### src/rtl/bsim_pkg.sv
// Shared types and codes for the bank switch / scanline interrupt mapper.
// Used by bsim_core and bank_switch_scanline_irq_mapper_top; no dependencies.
`timescale 1ns / 1ps

package bsim_pkg;

  typedef enum logic [1:0] {
    MODE_WRITE = 2'd0,
    MODE_A12   = 2'd1,
    MODE_PRG   = 2'd2,
    MODE_CHR   = 2'd3
  } mode_e;

  // Configuration register indexes
  localparam logic [1:0] CFG_PRG_MASK   = 2'd0;
  localparam logic [1:0] CFG_CHR_ROM    = 2'd1;
  localparam logic [1:0] CFG_FOUR_SCR   = 2'd2;
  localparam logic [1:0] CFG_ALT_IRQ    = 2'd3;

  // CPU register decode: {address[15:13], address[0]}
  localparam logic [3:0] REG_BANK_SEL   = 4'b1000;
  localparam logic [3:0] REG_BANK_DATA  = 4'b1001;
  localparam logic [3:0] REG_MIRROR     = 4'b1010;
  localparam logic [3:0] REG_RAM_PROT   = 4'b1011;
  localparam logic [3:0] REG_IRQ_LATCH  = 4'b1100;
  localparam logic [3:0] REG_IRQ_RELOAD = 4'b1101;
  localparam logic [3:0] REG_IRQ_OFF    = 4'b1110;
  localparam logic [3:0] REG_IRQ_ON     = 4'b1111;

  localparam int unsigned ChrBanks = 6;
  localparam int unsigned PrgBanks = 2;

  typedef struct packed {
    logic [7:0] prg_bank_mask;
    logic       chr_rom_present;
    logic       four_screen;
    logic       alt_irq_revision;
  } cfg_t;

  typedef struct packed {
    logic       prg_ram_writable;
    logic       prg_ram_enabled;
    logic       mirroring_horizontal;
    logic       irq_line;
    logic       bank_is_rom;
    logic [7:0] bank;
  } result_t;

endpackage

### src/rtl/bsim_core.sv
// Mapper state and single-pass item logic: register decode, A12 counter, lookups.
// Depends on bsim_pkg.
`timescale 1ns / 1ps

module bsim_core (
  input  logic             clk_i,
  input  logic             rst_ni,
  input  bsim_pkg::cfg_t   cfg_i,
  input  logic             item_en_i,
  input  bsim_pkg::mode_e  mode_i,
  input  logic [15:0]      address_i,
  input  logic [7:0]       data_i,
  output bsim_pkg::result_t res_o
);

  logic [2:0] bank_sel_q, bank_sel_d;
  logic       chr_inv_q, chr_inv_d;
  logic       prg_swap_q, prg_swap_d;
  logic [7:0] chr_bank_q [bsim_pkg::ChrBanks];
  logic [7:0] chr_bank_d [bsim_pkg::ChrBanks];
  logic [7:0] prg_bank_q [bsim_pkg::PrgBanks];
  logic [7:0] prg_bank_d [bsim_pkg::PrgBanks];
  logic [7:0] count_q, count_d;
  logic [7:0] latch_q, latch_d;
  logic       armed_q, armed_d;
  logic       reload_q, reload_d;
  logic       level_q, level_d;
  logic       mirror_q, mirror_d;
  logic       ram_en_q, ram_en_d;
  logic       ram_wr_q, ram_wr_d;

  logic [7:0] second_last;
  logic [2:0] slot;
  logic [3:0] reg_code;

  assign second_last = cfg_i.prg_bank_mask - 8'd1;
  assign slot        = address_i[12:10] ^ {chr_inv_q, 2'b00};
  assign reg_code    = {address_i[15:13], address_i[0]};

  always_comb begin
    bank_sel_d = bank_sel_q;
    chr_inv_d  = chr_inv_q;
    prg_swap_d = prg_swap_q;
    chr_bank_d = chr_bank_q;
    prg_bank_d = prg_bank_q;
    count_d    = count_q;
    latch_d    = latch_q;
    armed_d    = armed_q;
    reload_d   = reload_q;
    level_d    = level_q;
    mirror_d   = mirror_q;
    ram_en_d   = ram_en_q;
    ram_wr_d   = ram_wr_q;
    res_o      = '0;

    unique case (mode_i)
      bsim_pkg::MODE_WRITE: begin
        unique case (reg_code)
          bsim_pkg::REG_BANK_SEL: begin
            bank_sel_d = data_i[2:0];
            chr_inv_d  = data_i[7];
            prg_swap_d = data_i[6];
          end
          bsim_pkg::REG_BANK_DATA: begin
            if (bank_sel_q < 3'd6) begin
              chr_bank_d[bank_sel_q] = data_i;
            end else begin
              prg_bank_d[bank_sel_q[0]] = data_i & cfg_i.prg_bank_mask;
            end
          end
          bsim_pkg::REG_MIRROR: begin
            if (!cfg_i.four_screen) begin
              mirror_d = data_i[0];
            end
          end
          bsim_pkg::REG_RAM_PROT: begin
            ram_en_d = data_i[7];
            ram_wr_d = !data_i[6];
          end
          bsim_pkg::REG_IRQ_LATCH: begin
            latch_d = data_i;
          end
          bsim_pkg::REG_IRQ_RELOAD: begin
            if (cfg_i.alt_irq_revision) begin
              reload_d = 1'b1;
            end
            count_d = 8'd0;
          end
          bsim_pkg::REG_IRQ_OFF: begin
            armed_d = 1'b0;
            level_d = 1'b0;
          end
          bsim_pkg::REG_IRQ_ON: begin
            armed_d = 1'b1;
          end
          default: begin
          end
        endcase
      end
      bsim_pkg::MODE_A12: begin
        if (count_q == 8'd0 || reload_q) begin
          count_d = latch_q;
        end else begin
          count_d = count_q - 8'd1;
        end
        if ((!cfg_i.alt_irq_revision || count_q != 8'd0 || reload_q) &&
            count_d == 8'd0 && armed_q) begin
          level_d = 1'b1;
        end
        reload_d = 1'b0;
      end
      bsim_pkg::MODE_PRG: begin
        res_o.bank_is_rom = 1'b1;
        case (address_i[14:13])
          2'd0:    res_o.bank = prg_swap_q ? second_last : prg_bank_q[0];
          2'd1:    res_o.bank = prg_bank_q[1];
          2'd2:    res_o.bank = prg_swap_q ? prg_bank_q[0] : second_last;
          default: res_o.bank = cfg_i.prg_bank_mask;
        endcase
      end
      bsim_pkg::MODE_CHR: begin
        res_o.bank_is_rom = cfg_i.chr_rom_present;
        if (!slot[2]) begin
          res_o.bank = {chr_bank_q[{2'b00, slot[1]}][7:1], slot[0]};
        end else begin
          res_o.bank = chr_bank_q[slot - 3'd2];
        end
      end
      default: begin
      end
    endcase

    res_o.irq_line             = level_d;
    res_o.mirroring_horizontal = mirror_d;
    res_o.prg_ram_enabled      = ram_en_d;
    res_o.prg_ram_writable     = ram_wr_d;
  end

  always_ff @(posedge clk_i or negedge rst_ni) begin
    if (!rst_ni) begin
      bank_sel_q <= '0;
      chr_inv_q  <= 1'b0;
      prg_swap_q <= 1'b0;
      for (int i = 0; i < bsim_pkg::ChrBanks; i++) begin
        chr_bank_q[i] <= '0;
      end
      prg_bank_q[0] <= 8'd0;
      prg_bank_q[1] <= 8'd1;
      count_q    <= '0;
      latch_q    <= 8'hFF;
      armed_q    <= 1'b0;
      reload_q   <= 1'b0;
      level_q    <= 1'b0;
      mirror_q   <= 1'b0;
      ram_en_q   <= 1'b0;
      ram_wr_q   <= 1'b1;
    end else if (item_en_i) begin
      bank_sel_q <= bank_sel_d;
      chr_inv_q  <= chr_inv_d;
      prg_swap_q <= prg_swap_d;
      chr_bank_q <= chr_bank_d;
      prg_bank_q <= prg_bank_d;
      count_q    <= count_d;
      latch_q    <= latch_d;
      armed_q    <= armed_d;
      reload_q   <= reload_d;
      level_q    <= level_d;
      mirror_q   <= mirror_d;
      ram_en_q   <= ram_en_d;
      ram_wr_q   <= ram_wr_d;
    end
  end

endmodule

### src/rtl/bank_switch_scanline_irq_mapper_top.sv
// Top level of the bank switch / scanline interrupt mapper: stream ports,
// configuration registers and output buffering. Depends on bsim_pkg, bsim_core.
`timescale 1ns / 1ps
//
// Usage
//   s_axis carries one item per handshake: tuser holds the mode (CPU write,
//   A12 rising edge, program lookup, graphics lookup), tdata the address and
//   write data. m_axis returns exactly one result item per input item, in
//   order: bank number in tdata[7:0], interrupt level, mirroring and work RAM
//   flags above it, and the ROM/RAM flag of the lookup in tuser.
//   cfg_* writes the four configuration registers by index; it is always
//   ready and must only be used while no result is outstanding.
//   Results are registered in the output buffer before m_axis_tvalid shows
//   them; throughput is one item per cycle while s_axis_tready is high, set
//   by the single register stage around bsim_core's decode and counter logic.
//   A two-entry output buffer (result register plus skid register) lets an
//   item be taken while the previous result waits; when the receiver stalls
//   for more than one item, s_axis_tready drops until the skid entry drains.
//   Reset clears all mapper state to its power-up values, restores the
//   configuration defaults and empties the output buffer.

module bank_switch_scanline_irq_mapper_top (
  input  logic        clk_i,
  input  logic        rst_ni,
  input  logic        s_axis_tvalid,
  output logic        s_axis_tready,
  input  logic [23:0] s_axis_tdata,   // address[15:0], data[23:16]
  input  logic [1:0]  s_axis_tuser,   // mode[1:0]
  output logic        m_axis_tvalid,
  input  logic        m_axis_tready,
  output logic [15:0] m_axis_tdata,   // bank[7:0], irq_line[8], mirroring_horizontal[9],
                                      // prg_ram_enabled[10], prg_ram_writable[11], zero[15:12]
  output logic [0:0]  m_axis_tuser,   // bank_is_rom[0]
  input  logic        cfg_valid_i,
  output logic        cfg_ready_o,
  input  logic [1:0]  cfg_index_i,
  input  logic [7:0]  cfg_data_i
);

  bsim_pkg::cfg_t    cfg_q;
  bsim_pkg::result_t res;
  bsim_pkg::result_t out_q, skid_q;
  logic              out_valid_q, skid_valid_q;
  logic              in_accept, out_pop, out_free;

  assign cfg_ready_o   = 1'b1;
  assign s_axis_tready = !skid_valid_q;
  assign in_accept     = s_axis_tvalid && s_axis_tready;
  assign out_pop       = out_valid_q && m_axis_tready;
  assign out_free      = out_pop || !out_valid_q;

  always_ff @(posedge clk_i or negedge rst_ni) begin
    if (!rst_ni) begin
      cfg_q.prg_bank_mask    <= 8'd63;
      cfg_q.chr_rom_present  <= 1'b1;
      cfg_q.four_screen      <= 1'b0;
      cfg_q.alt_irq_revision <= 1'b0;
    end else if (cfg_valid_i) begin
      unique case (cfg_index_i)
        bsim_pkg::CFG_PRG_MASK: cfg_q.prg_bank_mask    <= cfg_data_i;
        bsim_pkg::CFG_CHR_ROM:  cfg_q.chr_rom_present  <= cfg_data_i[0];
        bsim_pkg::CFG_FOUR_SCR: cfg_q.four_screen      <= cfg_data_i[0];
        bsim_pkg::CFG_ALT_IRQ:  cfg_q.alt_irq_revision <= cfg_data_i[0];
        default: begin
        end
      endcase
    end
  end

  bsim_core u_core (
    .clk_i     (clk_i),
    .rst_ni    (rst_ni),
    .cfg_i     (cfg_q),
    .item_en_i (in_accept),
    .mode_i    (bsim_pkg::mode_e'(s_axis_tuser)),
    .address_i (s_axis_tdata[15:0]),
    .data_i    (s_axis_tdata[23:16]),
    .res_o     (res)
  );

  always_ff @(posedge clk_i or negedge rst_ni) begin
    if (!rst_ni) begin
      out_valid_q  <= 1'b0;
      skid_valid_q <= 1'b0;
    end else if (out_free) begin
      out_valid_q  <= skid_valid_q || in_accept;
      skid_valid_q <= 1'b0;
    end else if (in_accept) begin
      skid_valid_q <= 1'b1;
    end
  end

  always_ff @(posedge clk_i) begin
    if (out_free) begin
      out_q <= skid_valid_q ? skid_q : res;
    end else if (in_accept) begin
      skid_q <= res;
    end
  end

  assign m_axis_tvalid = out_valid_q;
  assign m_axis_tdata  = {4'b0000, out_q.prg_ram_writable, out_q.prg_ram_enabled,
                          out_q.mirroring_horizontal, out_q.irq_line, out_q.bank};
  assign m_axis_tuser  = out_q.bank_is_rom;

  a_skid_implies_out: assert property (@(posedge clk_i) disable iff (!rst_ni)
    skid_valid_q |-> out_valid_q)
    else $error("skid entry held without a result in the output register");

  a_stall_fills_skid: assert property (@(posedge clk_i) disable iff (!rst_ni)
    (in_accept && out_valid_q && !m_axis_tready) |=> skid_valid_q)
    else $error("item accepted under stall was not kept in the skid entry");

  a_non_lookup_zero: assert property (@(posedge clk_i) disable iff (!rst_ni)
    (in_accept && !s_axis_tuser[1]) |-> (res.bank == 8'd0 && !res.bank_is_rom))
    else $error("write or A12 item produced a non-zero bank result");

endmodule
### config.mk
export PLATFORM = sky130hd
export DESIGN_NAME = bank_switch_scanline_irq_mapper_top
export DESIGN_NICKNAME = d
export VERILOG_FILES = /design/src/rtl/bsim_pkg.sv /design/src/rtl/bsim_core.sv /design/src/rtl/bank_switch_scanline_irq_mapper_top.sv
export SDC_FILE = /design/constraint.sdc
export NUM_CORES = 1
export LEC_CHECK = 0
export BUFFER_PORTS_ARGS = -buffer_cell sky130_fd_sc_hd__buf_2
export CORE_MARGIN = 2
export CORE_UTILIZATION = 40
export CTS_CLUSTER_SIZE = 28
export DETAILED_ROUTE_END_ITERATION = 8
export PLACE_DENSITY_LB_ADDON = 0.1
export SLEW_MARGIN = 20
export SYNTH_ARGS = -nofsm -noshare
export SYNTH_HDL_FRONTEND = slang
export SYNTH_SLANG_ARGS = --single-unit
### constraint.sdc
create_clock -name clk_i -period 2.9 [get_ports clk_i]
set_clock_uncertainty 0.05 [all_clocks]
set_input_delay 0.29 -clock clk_i [delete_from_list [all_inputs] [get_ports clk_i]]
set_output_delay 0.29 -clock clk_i [all_outputs]
set_load 0.02 [all_outputs]
==> summary.txt, run 1 <==
Core Area -> 15700 um2
final wirelength -> 15500 um
synthesized flop and latch total -> 128
CP endpoint kind -> flip-flop
gp weighted congestion -> 0.799
# IOs -> 61
Async S/R FF share, synth -> 79.7%
vias in the first global route -> 4363
average size of a mapped cell -> 12.0 um2
First-pass DRT Iterations -> 4
fin area -> 7520 um2
Leak -> 0.00332 uW
DR WL/cell -> 18.9 um
DRC Markers -> 0
VDD IR max -> 0.000374 V
initial antenna violation count -> 0
Remaining Overflow, GRT -> 0
largest net degree at the start of global routing -> 46
Total Routing Usage GR -> 19.7%
run status -> finished clean
ANT nets after route -> 0
CTS tree -> done
Worst-Margin Slew -> 0.740 ns
Inst Count DP -> 783
Final Hold Viols -> 0
Initial Utilization -> 40.6%
pre-CTS WS -> 0.145 ns
# clock sinks -> 128
DR top layer -> met4
Final setup viols -> 0
RSZ-0062 raised after global routing -> no
area grow syn2layout -> 17.8%
Clock Tree Root -> clkbuf_16
post-DR vias/cell -> 5.31
Mapped Cells -> 531
buffers and inverters on the worst path -> 1
DR vias -> 4336
clock network latency to the later pin of the worst-skew pair -> 0.42 ns
post-synthesis cell area -> 6380 um2
crit path kind -> reg -> reg
Met2 Wirelength -> 6950 um
DIE HEIGHT -> 130 um
CP max stage delay -> 0.43 ns
fmax -> 0.386 GHz
die area -> 17000 um2
PD cells -> 729 nW/um2
Top Family by Delay on Critical Path -> compound AO/OA/AOI/OAI gates
first-iteration detailed-routing DRC count -> 340
fill count -> 1433
first-pass GRT wire length -> 24700 um
crit path DAT -> 2.78 ns
final worst-path cycle share -> 89.3%
Setup Buffers After CTS -> 0
Primary FF master, synth -> dfrtp_1
Cell Area, Placed -> 6910 um2
Max Cap Violations -> 0
Hold Crit Class -> in -> reg
Reg clk slew, reported paths -> 0.06 ns
Setup crit start kind -> flip-flop
Critical Path Fanout Max -> 8
HPWL after DPL -> 10800 um
Rel. slew slack -> 50.3%
fin nets -> 630
Cell Chain, Critical Path -> inv_1 > ha_1 > nor3b_1 > a21oi_1 > nor4_1 > o2111ai_1 > o21ai_0
CTS resizes -> 0
total CTS buffers -> 17
FP Rows -> 46
Synth cell types -> 61
slowest CP cell -> dfrtp_1
wl on met1 -> 7560 um
met3 WL -> 569 um
share of layout cells above drive strength 1 -> 38.2%
Max clock buf depth -> 2
Slew Limit Fails -> 0
setup TNS -> 0 ns
Post-Layout Cell Count -> 817
hold buffer count at CTS -> 1
number of flops mapped to enable cells by yosys -> 26
sequential fraction of the synthesis area -> 52.6%
Port-buffer cells -> 46
yosys warns -> 0
DIE WIDTH -> 130 um
min Tclk post-route -> 2.59 ns
H-tree Lvls -> 4
Worst R2R Setup Slack -> 0.31 ns
CP required -> 3.09 ns
worst setup margin -> 0.310 ns
-- tightest hold or removal path: cells and delay by family --
family | cells | cell delay [ns]
buf+inv | 1 | 0.07
compound gates | 1 | 0.06
simple gates | 1 | 0.03
-- through the flow --
stage / utilization [%] / hold slack (ns) / power, uW
floorplan: - / -0.0556 / 2990
global placement: 44.0 / 0.290 / 3320
detailed placement: 44.0 / 0.291 / 3340
CTS: 47.8 / 0.00825 / 5530
global route: 47.8 / 0.0349 / 5770
finish: 47.9 / 0.0228 / 5480
-- cells in the final DEF (no fill, tap or decap), types with 15 or more instances in the layout --
cell type	netlist	layout
o21ai_0	28	28
buf_4	5	22
a21oi_1	17	17
mux2i_1	15	15
edfxtp_1	26	26
buf_2	2	45
dfrtp_1	85	85
clkbuf_16	0	17
mux2_2	95	95
nand2_1	37	37
dfstp_2	17	17
nor2_1	27	27
inv_1	16	16
-- sequential cells by signal, summed over array words and instances (netlist names), 3 cells and up --
register	flops
cfg_q	11
m_axis_tdata	12
skid_q	13
u_core.bank_sel_q	3
u_core.chr_bank_q	46
u_core.count_q	8
u_core.latch_q	8
u_core.prg_bank_q	16
-- cell families (layout without fill, tap and decap cells) --
logic type	Yosys count	after routing	synth area share [%]
flops	128	128	52.6
fa+ha+maj	2	2	0.392
xor+xnor	6	6	0.824
other cells	2	6	0.118
simple gates	132	132	11.6
buf+inv	51	117	3.47
compound gates	90	90	8.86
mux	120	120	22.1
-- path summary, 6_finish.rpt --
| path | startpoint | end | depth (start not counted) |
|---|---|---|---|
| setup / recovery | u_core.count_q[0] | m_axis_tdata[8] | 7 |
| hold / removal | cfg_data_i[1] | cfg_q[4] | 3 |
| setup reg to reg | u_core.count_q[0] | m_axis_tdata[8] | 7 |
| hold reg to reg | u_core.chr_bank_q[23] | u_core.chr_bank_q[23] | 1 |
| max in group asynchronous | rst_ni | u_core.latch_q[7] | 3 |
| min in group asynchronous | rst_ni | u_core.chr_bank_q[12] | 2 |
-- synthesized netlist by cell type (all sizes together), types with 2 or more instances --
cell type	number	area, um2
a211oi	3	22.5
a21o	2	15.0
a21oi	17	85.1
a221oi	2	17.5
a31o	3	26.3
a31oi	6	37.5
and2	11	68.8
and3	2	12.5
buf	12	73.8
clkbuf	23	87.6
conb	2	7.51
dfrtp	85	2130
dfstp	17	447
edfxtp	26	781
ha	2	25.0
inv	16	60.1
mux2	98	1100
mux2i	15	150
mux4	7	158
nand2	37	139
nand2b	5	31.3
nand3	2	10.0
nand3b	3	22.5
nor2	28	108
nor2b	2	12.5
nor3	10	61.3
nor3b	7	75.1
nor4	7	43.8
nor4b	7	67.6
o211ai	5	37.5
o21a	2	15.0
o21ai	29	145
o21bai	3	22.5
o22ai	4	25.0
o31ai	8	60.1
or3b	2	20.0
or4	4	30.0
or4b	2	20.0
xnor2	2	17.5
xor2	4	35.0
-- per-layer routing --
metal | track usage (%) | vias up
met5 | 0 | -
met4 | 8.29 | 0
met3 | 4.59 | 23
met2 | 29.4 | 95
met1 | 27.8 | 2166
li1 | - | 2052
-- report_power, final --
part | internal (uW) | switching (uW)
logic | 454 | 615
clock network | 1350 | 807
registers | 2080 | 177
total | 3880 | 1600
-- final cells by class --
type / count / area (um2) / area share, %
Multi-Input combinational cell: 355 / 2820 / 37.5
Inverter: 16 / 60.1 / 0.799
Tap cell: 216 / 270 / 3.59
Timing Repair Buffer: 69 / 420 / 5.59
Clock buffer: 18 / 429 / 5.71
Sequential cell: 128 / 3350 / 44.6
Antenna cell: 1 / 2.50 / 0.0333
Clock inverter: 14 / 165 / 2.20
Note: power is estimated with default switching activity, not from simulation.
==> run 2: changes to the inputs <==
ABC_AREA = 1   (was not set)
CORE_UTILIZATION = 29   (was 40)
==> run 2 against run 1 <==
Against the previous run:
- sequential power shrank 5%
- die area increased by 35%
- synthesized cell count grew 46%
- worst hold slack better by 0.030 ns
- clock power hardly changed
- sequential share of layout area is 0.70 points higher
- setup slack improved by 0.23 ns
- first-iteration DRC count is 14% lower
- combinational power down 12%
- total power decreased by 4.1%
- critical endpoint is now m_axis_tdata[6]
- global-route usage fell by 3.4 points
- via count rose by 19%
==> summary.txt, run 2 <==
run status -> finished clean
Synth cell types -> 41 (-33%)
ANT nets after route -> 0 (unchanged)
most frequent cells in the layout -> nand2_1 (179), inv_1 (102), nor2_1 (93), dfrtp_1 (85), o21ai_0 (84)
Hold Crit Class -> in -> reg
final worst-path cycle share -> 81.3% (-8.0 points)
DR vias -> 5161 (+19%)
Post-Layout Cell Count -> 1118 (+37%)
Max Cap Violations -> 0 (unchanged)
Slew Limit Fails -> 0 (unchanged)
DIE HEIGHT -> 152 um (+16%)
hold slack -> 0.0529 ns (+0.0301 ns)
number of flops mapped to enable cells by yosys -> 26 (unchanged)
total CTS buffers -> 17 (unchanged)
area grow syn2layout -> 17.1%
post-synthesis cell area -> 6320 um2 (-0.96%)
die area -> 23000 um2 (+35%)
max reg flops -> 46 (unchanged)
Clock Tree Root -> clkbuf_16
First-pass DRT Iterations -> 5 (+1)
Total Routing Usage GR -> 16.4% (-3.4 points)
Rel. slew slack -> 50.4% (about the same)
Final Hold Viols -> 0 (unchanged)
Worst R2R Setup Slack -> 0.54 ns (+0.23 ns)
sequential fraction of the synthesis area -> 53.1% (+0.51 points)
vias in the first global route -> 4952 (+13%)
Reg clk slew, reported paths -> 0.06 ns (about the same)
yosys warns -> 0 (unchanged)
Worst-Margin Slew -> 0.744 ns (+0.00424 ns)
initial antenna violation count -> 0 (unchanged)
Initial Utilization -> 29.2% (-11 points)
Critical Path Fanout Max -> 5 (-3)
final core utilization -> 34.2% (-14 points)
fin nets -> 868 (+38%)
Async S/R FF share, synth -> 79.7% (unchanged)
fmax -> 0.424 GHz (+9.9%)
worst r2r dst -> m_axis_tdata[6]
Critical R2R Launch -> cfg_q[3]
# IOs -> 61 (unchanged)
Antenna Cells -> 0 (-1)
most common cell after layout, fill and taps aside -> nand2_1
top cells by area, synth -> dfrtp_1 (34%), edfxtp_1 (12%), nand2_1 (11%)
crit path kind -> reg -> reg
Final setup viols -> 0 (unchanged)
FP Rows -> 54 (+17%)
first-iteration detailed-routing DRC count -> 294 (-14%)
# clock sinks -> 128 (unchanged)
Leak -> 0.00375 uW (+13%)
DIE WIDTH -> 152 um (+16%)
Setup crit start kind -> flip-flop
DR WL/cell -> 15.8 um (-17%)
Remaining Overflow, GRT -> 0 (unchanged)
CP required -> 2.98 ns (-0.11 ns)
Hold Path End -> cfg_q[7]
gp weighted congestion -> 0.823 (+2.9%)
Inst Count DP -> 1085 (+39%)
worst setup margin -> 0.543 ns (+0.233 ns)
min Tclk post-route -> 2.36 ns (-0.233 ns)
DRC Markers -> 0 (unchanged)
R2R depth -> 9 (+2)
RSZ-0062 raised after global routing -> no
Setup Buffers After CTS -> 0 (unchanged)
count leader, synth -> nand2_1
Largest regs -> u_core.chr_bank_q x46, u_core.prg_bank_q x16, skid_q x13
H-tree Lvls -> 4 (unchanged)
share of the synthesized area in the top cell type -> 33.7% (+0.32 points)
crit path launch -> cfg_q[3]
VDD IR max -> 0.000347 V (-7.1%)
pre-CTS WS -> 0.573 ns (+0.428 ns)
Post-synth top cells -> nand2_1 (179), inv_1 (102), nor2_1 (93)
largest net degree at the start of global routing -> 56 (+22%)
Port-buffer cells -> 46 (unchanged)
largest reg by FF count -> u_core.chr_bank_q
Mapped Cells -> 776 (+46%)
Core Area -> 21600 um2 (+38%)
crit path DAT -> 2.43 ns (-0.35 ns)
final wirelength -> 17600 um (+14%)
average size of a mapped cell -> 8.14 um2 (-32%)
first-pass GRT wire length -> 27800 um (+13%)
post-DR vias/cell -> 4.62 (-13%)
Primary FF master, synth -> dfrtp_1
share of layout cells above drive strength 1 -> 14.7% (-23 points)
CTS tree -> done
CP endpoint kind -> flip-flop
synthesized flop and latch total -> 128 (unchanged)
Yosys top cell by area -> dfrtp_1
worst hold start -> cfg_data_i[4]
Max clock buf depth -> 2 (unchanged)
setup TNS -> 0 ns (unchanged)
HPWL after DPL -> 12300 um (+14%)
PD cells -> 711 nW/um2 (-2.6%)
Hold Path Cell Cnt -> 3 (unchanged)
clock network latency to the later pin of the worst-skew pair -> 0.42 ns (about the same)
## run 2: repair_timing
| action | in CTS | in global routing |
|---|---|---|
| resized for setup | 0 | 0 |
| hold buffers | 1 | 0 |
| hold endpoints to repair | 38 | 0 |
## run 2: where the power goes
part | total (uW) | internal, uW | switching, uW
sequential | 2150 | 2050 | 108
combinational | 945 | 303 | 643
clock | 2160 | 1360 | 802
## run 2: layer usage
layer	global-route usage [%]	vias up	routed length (um)
li1	-	2596	-
met1	23.8	2452	9100
met2	24.4	95	7660
met3	3.35	18	615
met4	5.09	0	238
met5	0	-	0
## run 2: critical path: stages (launching register included)
cell     delay [ns]
dfstp_2        0.57
inv_1          0.10
ha_1           0.23
nand3_1        0.11
nor2_1         0.06
nand2_1        0.07
xor2_1         0.18
o21ai_0        0.10
o21ai_0        0.41
a31oi_1        0.19
## run 2: cell families after synthesis
| group | synth area share (%) |
|---|---|
| and+or+nand+nor | 20.5 |
| AOI/OAI and AO/OA | 15.4 |
| buffers and inverters | 9.34 |
| DFF | 53.1 |
| xor gates and xnor gates | 0.970 |
| adders and majority gates | 0.396 |
| other | 0.119 |
| muxes | 0.158 |
## run 2: cell type report
class / count / area, um2
flip-flops and latches: 128 / 3350
clock buffers: 19 / 443
fillers: 2292 / 14200
repair buffers: 53 / 300
multi-input cells: 512 / 2390
clock inverters: 13 / 144
inverters: 113 / 424
well taps: 280 / 350
## run 2: worst max path at each step
stage,end,cells past startpoint
floorplan,m_axis_tdata[8],14
global placement,m_axis_tdata[6],9
detailed placement,m_axis_tdata[4],10
CTS,m_axis_tdata[8],15
global route,m_axis_tdata[8],15
finish,m_axis_tdata[6],9
## run 2: through the flow
step / total power (uW) / cell area, um2
2_1_floorplan: 2820 / 6330
3_3_place_gp: 3130 / 6810
3_5_place_dp: 3140 / 6810
4_1_cts: 5320 / 7400
5_1_grt: 5550 / 7400
6_report: 5260 / 7400
